**config.mk**
```make
export PLATFORM = sky130hd
export DESIGN_NAME = tiered_software_timer_engine
export DESIGN_NICKNAME = d
export VERILOG_FILES = /design/src/design/tste_pkg.sv /design/src/design/tste_ram.sv /design/src/design/tiered_software_timer_engine.sv
export SDC_FILE = /design/constraint.sdc
export NUM_CORES = 2
export LEC_CHECK = 0
export BUFFER_PORTS_ARGS = -buffer_cell sky130_fd_sc_hd__clkbuf_2
export CELL_PAD_IN_SITES_DETAIL_PLACEMENT = 0
export CELL_PAD_IN_SITES_GLOBAL_PLACEMENT = 1
export CORE_UTILIZATION = 50
export CTS_BUF_LIST = sky130_fd_sc_hd__clkbuf_16
export DETAILED_ROUTE_END_ITERATION = 10
export PLACE_DENSITY_LB_ADDON = 0.1
export SYNTH_ARGS = -nofsm -noshare
export SYNTH_HDL_FRONTEND = slang
export SYNTH_SLANG_ARGS = --single-unit
```
**constraint.sdc**
```tcl
create_clock -name clk -period 11 [get_ports clk]
set_input_delay 1.65 -clock clk [delete_from_list [all_inputs] [get_ports clk]]
set_output_delay 1.65 -clock clk [all_outputs]
set_load 0.005 [all_outputs]
```
**src/design/tste_pkg.sv**
```systemverilog
`default_nettype none

package tste_pkg;

  // request codes carried on in_req_type
  typedef enum logic [1:0] {
    REQ_TICK   = 2'd0,
    REQ_ARM    = 2'd1,
    REQ_CANCEL = 2'd2
  } req_type_t;

  // timer tiers, nearest first
  typedef enum logic [1:0] {
    TIER_0 = 2'd0,
    TIER_1 = 2'd1,
    TIER_2 = 2'd2,
    TIER_3 = 2'd3
  } tier_t;

  // engine sequencer states
  typedef enum logic [2:0] {
    ST_IDLE,
    ST_ARM,
    ST_TINC,
    ST_TLIM,
    ST_SWEEP,
    ST_FLUSH
  } state_t;

  // one entry of the slot memory
  typedef struct packed {
    logic [63:0] expiry;
    tier_t       tier;
  } slot_ent_t;

  // tier spans in ticks
  localparam logic [63:0] SPAN_T0 = 64'd10;
  localparam logic [63:0] SPAN_T1 = 64'd100;
  localparam logic [63:0] SPAN_T2 = 64'd1000;

  // residue counters of the low tick word
  localparam int unsigned MOD10_W   = 4;
  localparam int unsigned MOD100_W  = 7;
  localparam int unsigned MOD1000_W = 10;
  localparam logic [MOD10_W-1:0]   MOD10_TOP   = 4'd9;
  localparam logic [MOD100_W-1:0]  MOD100_TOP  = 7'd99;
  localparam logic [MOD1000_W-1:0] MOD1000_TOP = 10'd999;

  // most timers fired on one tick
  localparam int unsigned MAX_FIRE = 16;
  localparam int unsigned FIRE_CW  = 5;

endpackage

`default_nettype wire

```
**src/design/tste_ram.sv**
```systemverilog
`default_nettype none

module tste_ram #(
  parameter int unsigned WIDTH = 8,
  parameter int unsigned DEPTH = 16
) (
  input  wire logic                                  clk,
  input  wire logic                                  we,
  input  wire logic [(DEPTH > 1 ? $clog2(DEPTH) : 1)-1:0] waddr,
  input  wire logic [WIDTH-1:0]                      wdata,
  input  wire logic                                  re,
  input  wire logic [(DEPTH > 1 ? $clog2(DEPTH) : 1)-1:0] raddr,
  output logic [WIDTH-1:0]                           rdata
);

  logic [WIDTH-1:0] mem_r [DEPTH];
  logic [WIDTH-1:0] rdata_r;

  // write port
  always_ff @(posedge clk) begin
    if (we) begin
      mem_r[waddr] <= wdata;
    end
  end

  // registered read port
  always_ff @(posedge clk) begin
    if (re) begin
      rdata_r <= mem_r[raddr];
    end
  end

  assign rdata = rdata_r;

endmodule

`default_nettype wire

```
**src/design/tiered_software_timer_engine.sv**
```systemverilog
`default_nettype none

// Tiered timer engine: SLOTS timer slots, each with a 64-bit expiry tick and
// a tier, kept in one single-port-read RAM. An arm request is accepted, then
// its tier is picked and written to the RAM; a cancel completes on accept. A
// tick is accepted, then the tick count is bumped, the promotion windows are
// prepared, and a sweep reads one slot per cycle from the RAM, unless a
// result stall holds it, passes it through the shared promote and expiry
// compares and writes it back; a last step flushes the final result. Each
// tick delivers one result per fired slot in ascending slot order, at most
// 16, with last set on the final one; a tick with nothing due delivers no
// result. A stall pauses the sweep only when a new fire meets a pending
// one. The input side takes a new request once the previous one is done,
// even while the last result still sits in the output register.
module tiered_software_timer_engine
  import tste_pkg::*;
#(
  parameter int unsigned SLOTS = 16
) (
  input  wire logic        clk,
  input  wire logic        rst_n,
  // request channel
  input  wire logic        in_valid,
  output logic             in_stall,
  input  wire logic [1:0]  in_req_type,
  input  wire logic [3:0]  in_slot,
  input  wire logic [63:0] in_expires,
  // result channel
  output logic             out_valid,
  input  wire logic        out_stall,
  output logic [3:0]       out_fired_slot,
  output logic             out_last,
  output logic [63:0]      out_tick_now
);

  localparam int unsigned SW = (SLOTS > 1) ? $clog2(SLOTS) : 1;
  localparam int unsigned CW = $clog2(SLOTS + 1);
  localparam int unsigned EW = $bits(slot_ent_t);

  state_t state_r, state_nxt;

  logic [63:0]          tick_r;
  logic [63:0]          lim100_r;
  logic [63:0]          lim1000_r;
  logic [MOD10_W-1:0]   mod10_r;
  logic [MOD100_W-1:0]  mod100_r;
  logic [MOD1000_W-1:0] mod1000_r;
  logic [SLOTS-1:0]     active_r;

  logic [SW-1:0]        req_addr_r;
  logic [63:0]          req_exp_r;

  logic [CW-1:0]        rd_idx_r;
  logic [SW-1:0]        ev_idx_r;
  logic                 ev_vld_r;
  logic [FIRE_CW-1:0]   fire_cnt_r;
  logic                 pend_vld_r;
  logic [SW-1:0]        pend_idx_r;

  logic                 out_valid_r;
  logic [3:0]           out_slot_r;
  logic                 out_last_r;
  logic [63:0]          out_tick_r;

  // request decode
  logic      in_acc;
  logic      slot_ok;
  logic [SW-1:0] in_addr;
  req_type_t in_req;

  assign in_stall = (state_r != ST_IDLE);
  assign in_acc   = in_valid && !in_stall;
  assign slot_ok  = (32'(in_slot) < SLOTS);
  assign in_addr  = SW'(in_slot);
  assign in_req   = req_type_t'(in_req_type);

  // slot memory
  logic          ram_we;
  logic [SW-1:0] ram_waddr;
  slot_ent_t     ram_wdata;
  logic          ram_re;
  logic [SW-1:0] ram_raddr;
  logic [EW-1:0] ram_rdata;
  slot_ent_t     ent;

  tste_ram #(
    .WIDTH (EW),
    .DEPTH (SLOTS)
  ) u_slot_ram (
    .clk   (clk),
    .we    (ram_we),
    .waddr (ram_waddr),
    .wdata (ram_wdata),
    .re    (ram_re),
    .raddr (ram_raddr),
    .rdata (ram_rdata)
  );

  assign ent = slot_ent_t'(ram_rdata);

  // tier pick for an arm request
  logic [63:0] gap;
  tier_t       arm_tier;

  assign gap = req_exp_r - tick_r;

  always_comb begin
    if (gap < SPAN_T0) begin
      arm_tier = TIER_0;
    end else if (gap < SPAN_T1) begin
      arm_tier = TIER_1;
    end else if (gap < SPAN_T2) begin
      arm_tier = TIER_2;
    end else begin
      arm_tier = TIER_3;
    end
  end

  // promote and expiry check of the slot being swept
  logic  m10, m100, m1000;
  logic  le100, le1000, le_now;
  tier_t t_a, t_b, t_c;
  logic  fire;

  assign m10    = (mod10_r == '0);
  assign m100   = (mod100_r == '0);
  assign m1000  = (mod1000_r == '0);
  assign le100  = (ent.expiry <= lim100_r);
  assign le1000 = (ent.expiry <= lim1000_r);
  assign le_now = (ent.expiry <= tick_r);

  always_comb begin
    t_a = (m1000 && ent.tier == TIER_3 && le1000) ? TIER_1 : ent.tier;
    t_b = (m100 && t_a == TIER_2 && le1000) ? TIER_1 : t_a;
    t_c = (m10 && t_b == TIER_1 && le100) ? TIER_0 : t_b;
  end

  assign fire = ev_vld_r && active_r[ev_idx_r] && (t_c == TIER_0) && le_now &&
                (fire_cnt_r < FIRE_CW'(MAX_FIRE));

  // result register handshake
  logic out_free;
  logic sweep_done;
  logic adv;
  logic issue;

  assign out_free   = !out_valid_r || !out_stall;
  assign sweep_done = !ev_vld_r && (rd_idx_r == CW'(SLOTS));

  // next state
  always_comb begin
    state_nxt = state_r;
    case (state_r)
      ST_IDLE: begin
        if (in_acc) begin
          case (in_req)
            REQ_TICK: state_nxt = ST_TINC;
            REQ_ARM:  state_nxt = slot_ok ? ST_ARM : ST_IDLE;
            default:  state_nxt = ST_IDLE;
          endcase
        end
      end
      ST_ARM:   state_nxt = ST_IDLE;
      ST_TINC:  state_nxt = ST_TLIM;
      ST_TLIM:  state_nxt = ST_SWEEP;
      ST_SWEEP: begin
        if (sweep_done) begin
          state_nxt = ST_FLUSH;
        end
      end
      ST_FLUSH: begin
        if (!pend_vld_r || out_free) begin
          state_nxt = ST_IDLE;
        end
      end
      default:  state_nxt = ST_IDLE;
    endcase
  end

  // control outputs
  logic          push;
  logic [SW-1:0] push_idx;
  logic          push_last;

  always_comb begin
    ram_we    = 1'b0;
    ram_waddr = ev_idx_r;
    ram_wdata = '{expiry: ent.expiry, tier: t_c};
    ram_re    = 1'b0;
    ram_raddr = SW'(rd_idx_r);
    push      = 1'b0;
    push_idx  = pend_idx_r;
    push_last = 1'b0;
    adv       = 1'b0;
    issue     = 1'b0;
    case (state_r)
      ST_ARM: begin
        ram_we    = 1'b1;
        ram_waddr = req_addr_r;
        ram_wdata = '{expiry: req_exp_r, tier: arm_tier};
      end
      ST_SWEEP: begin
        // hold the sweep while a new fire finds an earlier fire still waiting for the result register
        adv    = !(fire && pend_vld_r && !out_free);
        issue  = adv && (rd_idx_r < CW'(SLOTS));
        ram_re = issue;
        ram_we = adv && ev_vld_r;
        push   = adv && fire && pend_vld_r;
      end
      ST_FLUSH: begin
        push      = pend_vld_r && out_free;
        push_last = 1'b1;
      end
      default: begin
      end
    endcase
  end

  // sequencer state
  always_ff @(posedge clk) begin
    if (!rst_n) begin
      state_r <= ST_IDLE;
    end else begin
      state_r <= state_nxt;
    end
  end

  // tick count and its residues
  always_ff @(posedge clk) begin
    if (!rst_n) begin
      tick_r    <= '0;
      mod10_r   <= '0;
      mod100_r  <= '0;
      mod1000_r <= '0;
    end else if (state_r == ST_TINC) begin
      tick_r <= tick_r + 64'd1;
      if (tick_r[31:0] == '1) begin
        mod10_r   <= '0;
        mod100_r  <= '0;
        mod1000_r <= '0;
      end else begin
        mod10_r   <= (mod10_r == MOD10_TOP) ? '0 : mod10_r + 1'b1;
        mod100_r  <= (mod100_r == MOD100_TOP) ? '0 : mod100_r + 1'b1;
        mod1000_r <= (mod1000_r == MOD1000_TOP) ? '0 : mod1000_r + 1'b1;
      end
    end
  end

  // promotion windows
  always_ff @(posedge clk) begin
    if (state_r == ST_TLIM) begin
      lim100_r  <= tick_r + SPAN_T1;
      lim1000_r <= tick_r + SPAN_T2;
    end
  end

  // request capture
  always_ff @(posedge clk) begin
    if (in_acc) begin
      req_addr_r <= in_addr;
      req_exp_r  <= in_expires;
    end
  end

  // armed flags
  always_ff @(posedge clk) begin
    if (!rst_n) begin
      active_r <= '0;
    end else begin
      if (in_acc && in_req == REQ_CANCEL && slot_ok) begin
        active_r[in_addr] <= 1'b0;
      end
      if (state_r == ST_ARM) begin
        active_r[req_addr_r] <= 1'b1;
      end
      if (state_r == ST_SWEEP && adv && fire) begin
        active_r[ev_idx_r] <= 1'b0;
      end
    end
  end

  // sweep pointers and pending fire
  always_ff @(posedge clk) begin
    if (!rst_n) begin
      ev_vld_r   <= 1'b0;
      pend_vld_r <= 1'b0;
      rd_idx_r   <= '0;
      fire_cnt_r <= '0;
    end else begin
      case (state_r)
        ST_TLIM: begin
          ev_vld_r   <= 1'b0;
          pend_vld_r <= 1'b0;
          rd_idx_r   <= '0;
          fire_cnt_r <= '0;
        end
        ST_SWEEP: begin
          if (adv) begin
            ev_vld_r <= issue;
            ev_idx_r <= SW'(rd_idx_r);
            if (issue) begin
              rd_idx_r <= rd_idx_r + 1'b1;
            end
            if (fire) begin
              pend_vld_r <= 1'b1;
              pend_idx_r <= ev_idx_r;
              fire_cnt_r <= fire_cnt_r + 1'b1;
            end
          end
        end
        ST_FLUSH: begin
          if (push) begin
            pend_vld_r <= 1'b0;
          end
        end
        default: begin
        end
      endcase
    end
  end

  // result register
  always_ff @(posedge clk) begin
    if (!rst_n) begin
      out_valid_r <= 1'b0;
    end else if (push) begin
      out_valid_r <= 1'b1;
    end else if (!out_stall) begin
      out_valid_r <= 1'b0;
    end
  end

  always_ff @(posedge clk) begin
    if (push) begin
      out_slot_r <= 4'(push_idx);
      out_last_r <= push_last;
      out_tick_r <= tick_r;
    end
  end

  assign out_valid      = out_valid_r;
  assign out_fired_slot = out_slot_r;
  assign out_last       = out_last_r;
  assign out_tick_now   = out_tick_r;

endmodule

`default_nettype wire
```
Word-level counts from Yosys, hierarchy flattened
Memory sizes are Yosys's and may differ from the RTL's. A register that Yosys moved wholly into a read port is not among the register bits.
Cells that the tools add are included.

cells by class
  equality and inequality tests = 23
  reduce and logical (&&, ||, !) cells = 50
  order comparisons = 14
  bitwise gates (word level) = 5
  muxes and demuxes = 53
  $add $sub $neg = 9

operator list
  operator                                               number
  less-or-equal comparator 64 bit                        3
  2-to-1 mux 16 bit                                      5
  2-to-1 mux 66 bit                                      1
  adder 64 x 1 -> 64 bit (second input constant)         1
  adder 64 x 10 -> 64 bit (second input constant)        1
  adder 64 x 7 -> 64 bit (second input constant)         1
  < comparator 64 x 10 -> 1 bit (second input constant)  1
  < comparator 64 x 4 -> 1 bit (second input constant)   1
  < comparator 64 x 7 -> 1 bit (second input constant)   1
  subtractor 64 bit                                      1
  bitwise AND 16 bit                                     2
  equality test 32 bit (second input constant)           1
  inverter 16 bit                                        2
  logical AND 1 bit                                      25
  2-to-1 mux 10 bit                                      2
  2-to-1 mux 5 bit                                       4
  case mux 5 bit (2 select lines)                        2
  2-to-1 mux 1 bit                                       16
  bitwise OR 16 bit                                      1
  < comparator 4 x 5 -> 1 bit (second input constant)    3
  case mux 3 bit (5 select lines)                        1
  2-to-1 mux 7 bit                                       2
  inequality test 2 bit (second input constant)          7
  demux 1 bit (select 4 bit)                             3
  35 further kinds                                       67

word-level totals
  memories = 1
  word-level logic and storage cells = 175
  register bits after elaboration = 390
  output and inout port bits = 71
  RAM bits = 1,056

memory list
  name              depth  bits a word  rd ports  clocked after Yosys merged registers in  write ports  line            RTL
  u_slot_ram.mem_r  16     66           1         1                                        1            tste_ram.sv:16  logic [WIDTH-1:0] mem_r [DEPTH];

Depth between registers and ports, before layout
  depth after elaboration = 24
  gate-level depth with buffers = 15

By module
A second synthesis with hierarchy kept.

unflattened totals
  cell total of the unflattened synthesis = 4,530
  area, all modules = 67,543.5 sq um

modules (own cells, without submodules)
  module                        area an instance (sq um)  cells each  instances
  tste_ram                      41,461.0                  1,698       1
  tiered_software_timer_engine  26,082.5                  2,832       1

Worst setup path before layout
Ideal clock, no wire load.

  path type = register to register
  start = reg u_slot_ram.rdata_r[27] (netlist: u_slot_ram.rdata[27]) (read register of u_slot_ram.mem_r)
  end = mem u_slot_ram.mem_r[5][0] in the netlist's numbering, enable pin
  setup slack = 2.608 ns
  required time = 10.412 ns
  setup time = 0.588 ns
  buffers on the path = 1
  period minus slack after synthesis = 8.392 ns
  arrival = 7.804 ns
  stages on the path, launching flop included = 14
  cells stage by stage = edfxtp_1 > ha_1 > nand4_1 > or3_1 > or2_1 > or4_1 > a21oi_1 > or4b_2 > o221ai_1 > nand4_1 > a211oi_2 > nand2b_1 > buf_2 > o31ai_1

between the ends
  cells in the longest elaborated chain, start to end = 22
  elaborated cells on any way between the ends = 24
  those cells by class = 3 x order compare; 2 x eq/ne; 6 x mux; 13 x reduce/logical

RTL lines
  item                                        line                                 RTL
  start, declared                             tste_ram.sv:17                       logic [WIDTH-1:0] rdata_r;
  less-or-equal comparator 64 bit             tiered_software_timer_engine.sv:129  assign le1000 = (ent.expiry <= lim1000_r);
  logical AND 1 bit                           tiered_software_timer_engine.sv:133  t_a = (m1000 && ent.tier == TIER_3 && le1000) ? TIER_1 : ent.tier;
  2-to-1 mux 2 bit                            tiered_software_timer_engine.sv:133
  equality test 2 bit                         tiered_software_timer_engine.sv:134  t_b = (m100 && t_a == TIER_2 && le1000) ? TIER_1 : t_a;
  logical AND 1 bit (2 in series)             tiered_software_timer_engine.sv:134
  2-to-1 mux 2 bit                            tiered_software_timer_engine.sv:134
  equality test 2 x 1 -> 1 bit                tiered_software_timer_engine.sv:135  t_c = (m10 && t_b == TIER_1 && le100) ? TIER_0 : t_b;
  logical AND 1 bit (2 in series)             tiered_software_timer_engine.sv:135
  (+2 left out)                               n/a
  logical AND 1 bit                           tiered_software_timer_engine.sv:138  assign fire = ev_vld_r && active_r[ev_idx_r] && (t_c == TIER_0) && le_now &&
  logical AND 1 bit (*) (2 in series)         tiered_software_timer_engine.sv:138
  logical AND 1 bit (*) (2 in series)         tiered_software_timer_engine.sv:204  adv = !(fire && pend_vld_r && !out_free);
  logical NOT 1 bit (*)                       tiered_software_timer_engine.sv:204
  logical AND 1 bit (*)                       tiered_software_timer_engine.sv:207  ram_we = adv && ev_vld_r;
  case mux 1 bit (2 select lines) (*)         tiered_software_timer_engine.sv:196  case (state_r)
  2-to-1 mux 1 bit (*)                        tste_ram.sv:21                       if (we) begin
  2-to-1 mux 1 bit (implied by the code) (*)  tste_ram.sv:22                       mem_r[waddr] <= wdata;
  end, declared                               tste_ram.sv:16

Mark *: on every way between the ends. The rest lies on a longest branch, timed or not.

Worst setup path after layout
  start = reg u_slot_ram.rdata_r[59] (netlist: u_slot_ram.rdata[59]) (read register of u_slot_ram.mem_r)
  end = mem u_slot_ram.mem_r[10][1] in the netlist's numbering, enable pin

Same word-level chain as after synthesis.

==> results.json <==
{
  "status": "complete, no violations",
  "postCtsSetupBuffers": 0,
  "layout-drive-gt1-share": 0.170,
  "worst_clock_skew_ns": 0.0368,
  "setup_viol": 0,
  "die-width_microns": 368,
  "cp-end-kind": "flop",
  "period_share": 0.581,
  "dieHeight_microns": 368,
  "hold_end": "out_fired_slot[0]",
  "min_period_ns": 6.39,
  "gp_congestion": 0.980,
  "ios": 145,
  "cts_max_level": 4,
  "worstPathArrival_ns": 6.80,
  "dieArea_sq_um": 136000,
  "ys_seq_area_frac": 0.658,
  "drv_cap": 0,
  "track_usage": 0.287,
  "clockBufferDepth": 3,
  "maxSlewHeadroom": 0.142,
  "synth_seq_cells": 1510,
  "synthFlopType": "edfxtp_1",
  "worstPathRequired_ns": 11.41,
  "antenna_found_initial": 10,
  "yosys_warnings": 0,
  "avgRoutedWirePerCell_microns": 30.0,
  "drv_slew": 0,
  "cts_tree": "yes",
  "fin_ws_ns": 4.61,
  "crit_start": "u_slot_ram.rdata[59]",
  "coreArea_sq_um": 133000,
  "worstSetupPathType": "reg2reg",
  "regToRegStartpoint": "u_slot_ram.rdata[59]",
  "n_fill_cell": 10500,
  "grt_pass1_vias": 38600,
  "clock-root-buffer": "clkbuf_16",
  "antennaDiodeCount": 0,
  "cp_max_fo": 46,
  "final_common_cell": "edfxtp_1",
  "rsz0062_at_grt": "no",
  "path_clk_slew_ns": 0.06,
  "power.leakage_uw": 0.0250,
  "placedCellCount": 6176,
  "fin_nets": 4905,
  "drt_iter0_drc": 4771,
  "finalSetupTns_ns": 0,
  "syn_nets": 4709,
  "synthesis.instances": 4372,
  "portBuffers": 144,
  "r2r_cells": 13,
  "critical_path.reg2reg.endpoint": "u_slot_ram.mem_r[10][1]",
  "ctsHoldBuffers": 0,
  "grt_overflow_total": 0,
  "pre_cts_slack_ns": 4.66,
  "max_freq_mhz": 157,
  "syn_area_sq_um": 67100,
  "cts_buffers": 158,
  "detail-route-antenna-nets": 0,
  "hp-start": "pend_idx_r[0]",
  "hpwl_mm": 135,
  "min_path_type": "reg2reg",
  "layout_common_cells": "edfxtp_1 (1393), nand2_1 (430), mux4_2 (335), ha_1 (262), inv_1 (246)",
  "synthArstFlopShare": 0,
  "utilization": 0.564,
  "postRouteWirelength_mm": 194,
  "vias_per_cell": 6.22,
  "fin_cells": 6456,
  "initial_utilization": 0.504,
  "drc": 0,
  "start_kind": "flop",
  "grt_first_pass_wirelength_mm": 278,
  "cts_sinks": 1510,
  "synth_edf_count": 1393,
  "vias": 40100,
  "regToRegSetupSlack_ns": 4.61,
  "hold_viol": 0,
  "min_path_cells": 0,
  "first_pass_iters": 5,
  "ys_types": 76,
  "grt_max_degree": 113,
  "area_growth_pct": 11.9,
  "synthesis.area_per_instance_sq_um": 15.4,
  "postCtsResizedCells": 0,
  "clkLatencyLatePin_ns": 0.80,
  "ir_worst_vdd_uv": 158,
  "rows": 134,
  "cellPowerDensity_nw_per_um2": 165,
  "worst_pin_slew_ns": 1.28
}
critical path, stage by stage (launching register included):
cell	delay, ns
edfxtp_1	0.49
ha_1	0.34
nand4_1	0.16
nor3_1	0.28
nand2_1	0.15
nor3_1	0.63
a22oi_1	0.32
a21oi_1	0.28
o31ai_1	0.19
a21o_1	0.29
a211oi_2	0.82
nand2b_1	0.87
o22ai_4	0.52
buf_4	0.52
per-stage QoR:
step	area [sq um]	hold slack, ns	total power [uW]
final	75100	0.435	12400
after detailed placement	70100	0.431	7300
after global routing	75100	0.444	12700
after global placement	70100	0.439	7290
after CTS	75100	0.443	12500
after floorplan	67100	0.400	6990
layer usage:
metal / global-route usage / part of all wire
met1: 0.446 / 0.45
met2: 0.423 / 0.44
met3: 0.0366 / 0.075
met4: 0.0885 / 0.030
met5: 0 / 0.000067
synthesized netlist by cell type (all sizes together) (7+ instances only):
master	n	share of area
and2	16	0.0015
nor4	32	0.0031
o21ai	134	0.010
and3	15	0.0014
nor3	59	0.0045
buf	31	0.0018
nor2b	24	0.0022
xor2	26	0.0034
inv	215	0.012
ha	262	0.049
a2111oi	7	0.00091
nand2	430	0.024
or3	45	0.0042
o211ai	13	0.0015
xnor2	192	0.025
a21o	80	0.0089
a31oi	31	0.0031
nand3	67	0.0050
nand4	100	0.0093
dfxtp	117	0.035
or2	14	0.0013
nand2b	19	0.0018
nor2	214	0.012
mux4	335	0.11
mux2i	8	0.0012
a211oi	13	0.0016
o21bai	7	0.00078
edfxtp	1393	0.62
o221ai	8	0.0010
or4	16	0.0018
o21a	35	0.0039
a21oi	184	0.014
and4	7	0.00091
clkbuf	128	0.0072
o31ai	22	0.0025
power breakdown:
group / leakage, uW / switching, uW / internal, uW
logic: 0.00882 / 514 / 201
registers: 0.0136 / 66.5 / 6410
clock network: 0.00260 / 2240 / 2960
final cells by class:
cell class,count,area [sq um],area share
sequential,1510,44200,0.588
inverter,216,813,0.0108
timing repair buffer,195,1130,0.0150
multi-input combinational,2487,21800,0.290
clock inverter,118,953,0.0127
tap,1768,2210,0.0294
clock buffer,162,4050,0.0540
sequential cells by signal, summed over array words and instances (netlist names), 10 cells and up:
signal,count
u_slot_ram.mem_r,1056
u_slot_ram.rdata,66
lim100_r,64
out_tick_now,64
req_exp_r,64
tick_r,64
lim1000_r,62
active_r,16
mod1000_r,10
worst max-delay path by stage:
| stage | end | slack (ns) | depth (start not counted) |
|---|---|---|---|
| floorplan | u_slot_ram.mem_r[5][0] | 2.61 | 13 |
| CTS | u_slot_ram.mem_r[11][10] | 4.61 | 13 |
| global placement | u_slot_ram.mem_r[11][4] | 4.65 | 13 |
| detailed placement | u_slot_ram.mem_r[10][4] | 4.66 | 13 |
| global route | u_slot_ram.mem_r[10][1] | 4.33 | 13 |
| finish | u_slot_ram.mem_r[10][1] | 4.61 | 13 |
kinds of logic (layout without fill, tap and decap cells):
kind of cell | count (synthesis) | after routing | share of synthesized area
compound gates | 588 | 588 | 0.0549
xor+xnor | 218 | 218 | 0.0284
fa+ha+maj | 263 | 263 | 0.0491
buf+inv | 375 | 691 | 0.0210
flops | 1510 | 1510 | 0.658
mux | 343 | 343 | 0.114
simple gates | 1075 | 1075 | 0.0750
Note: power is estimated with default switching activity, not from simulation.
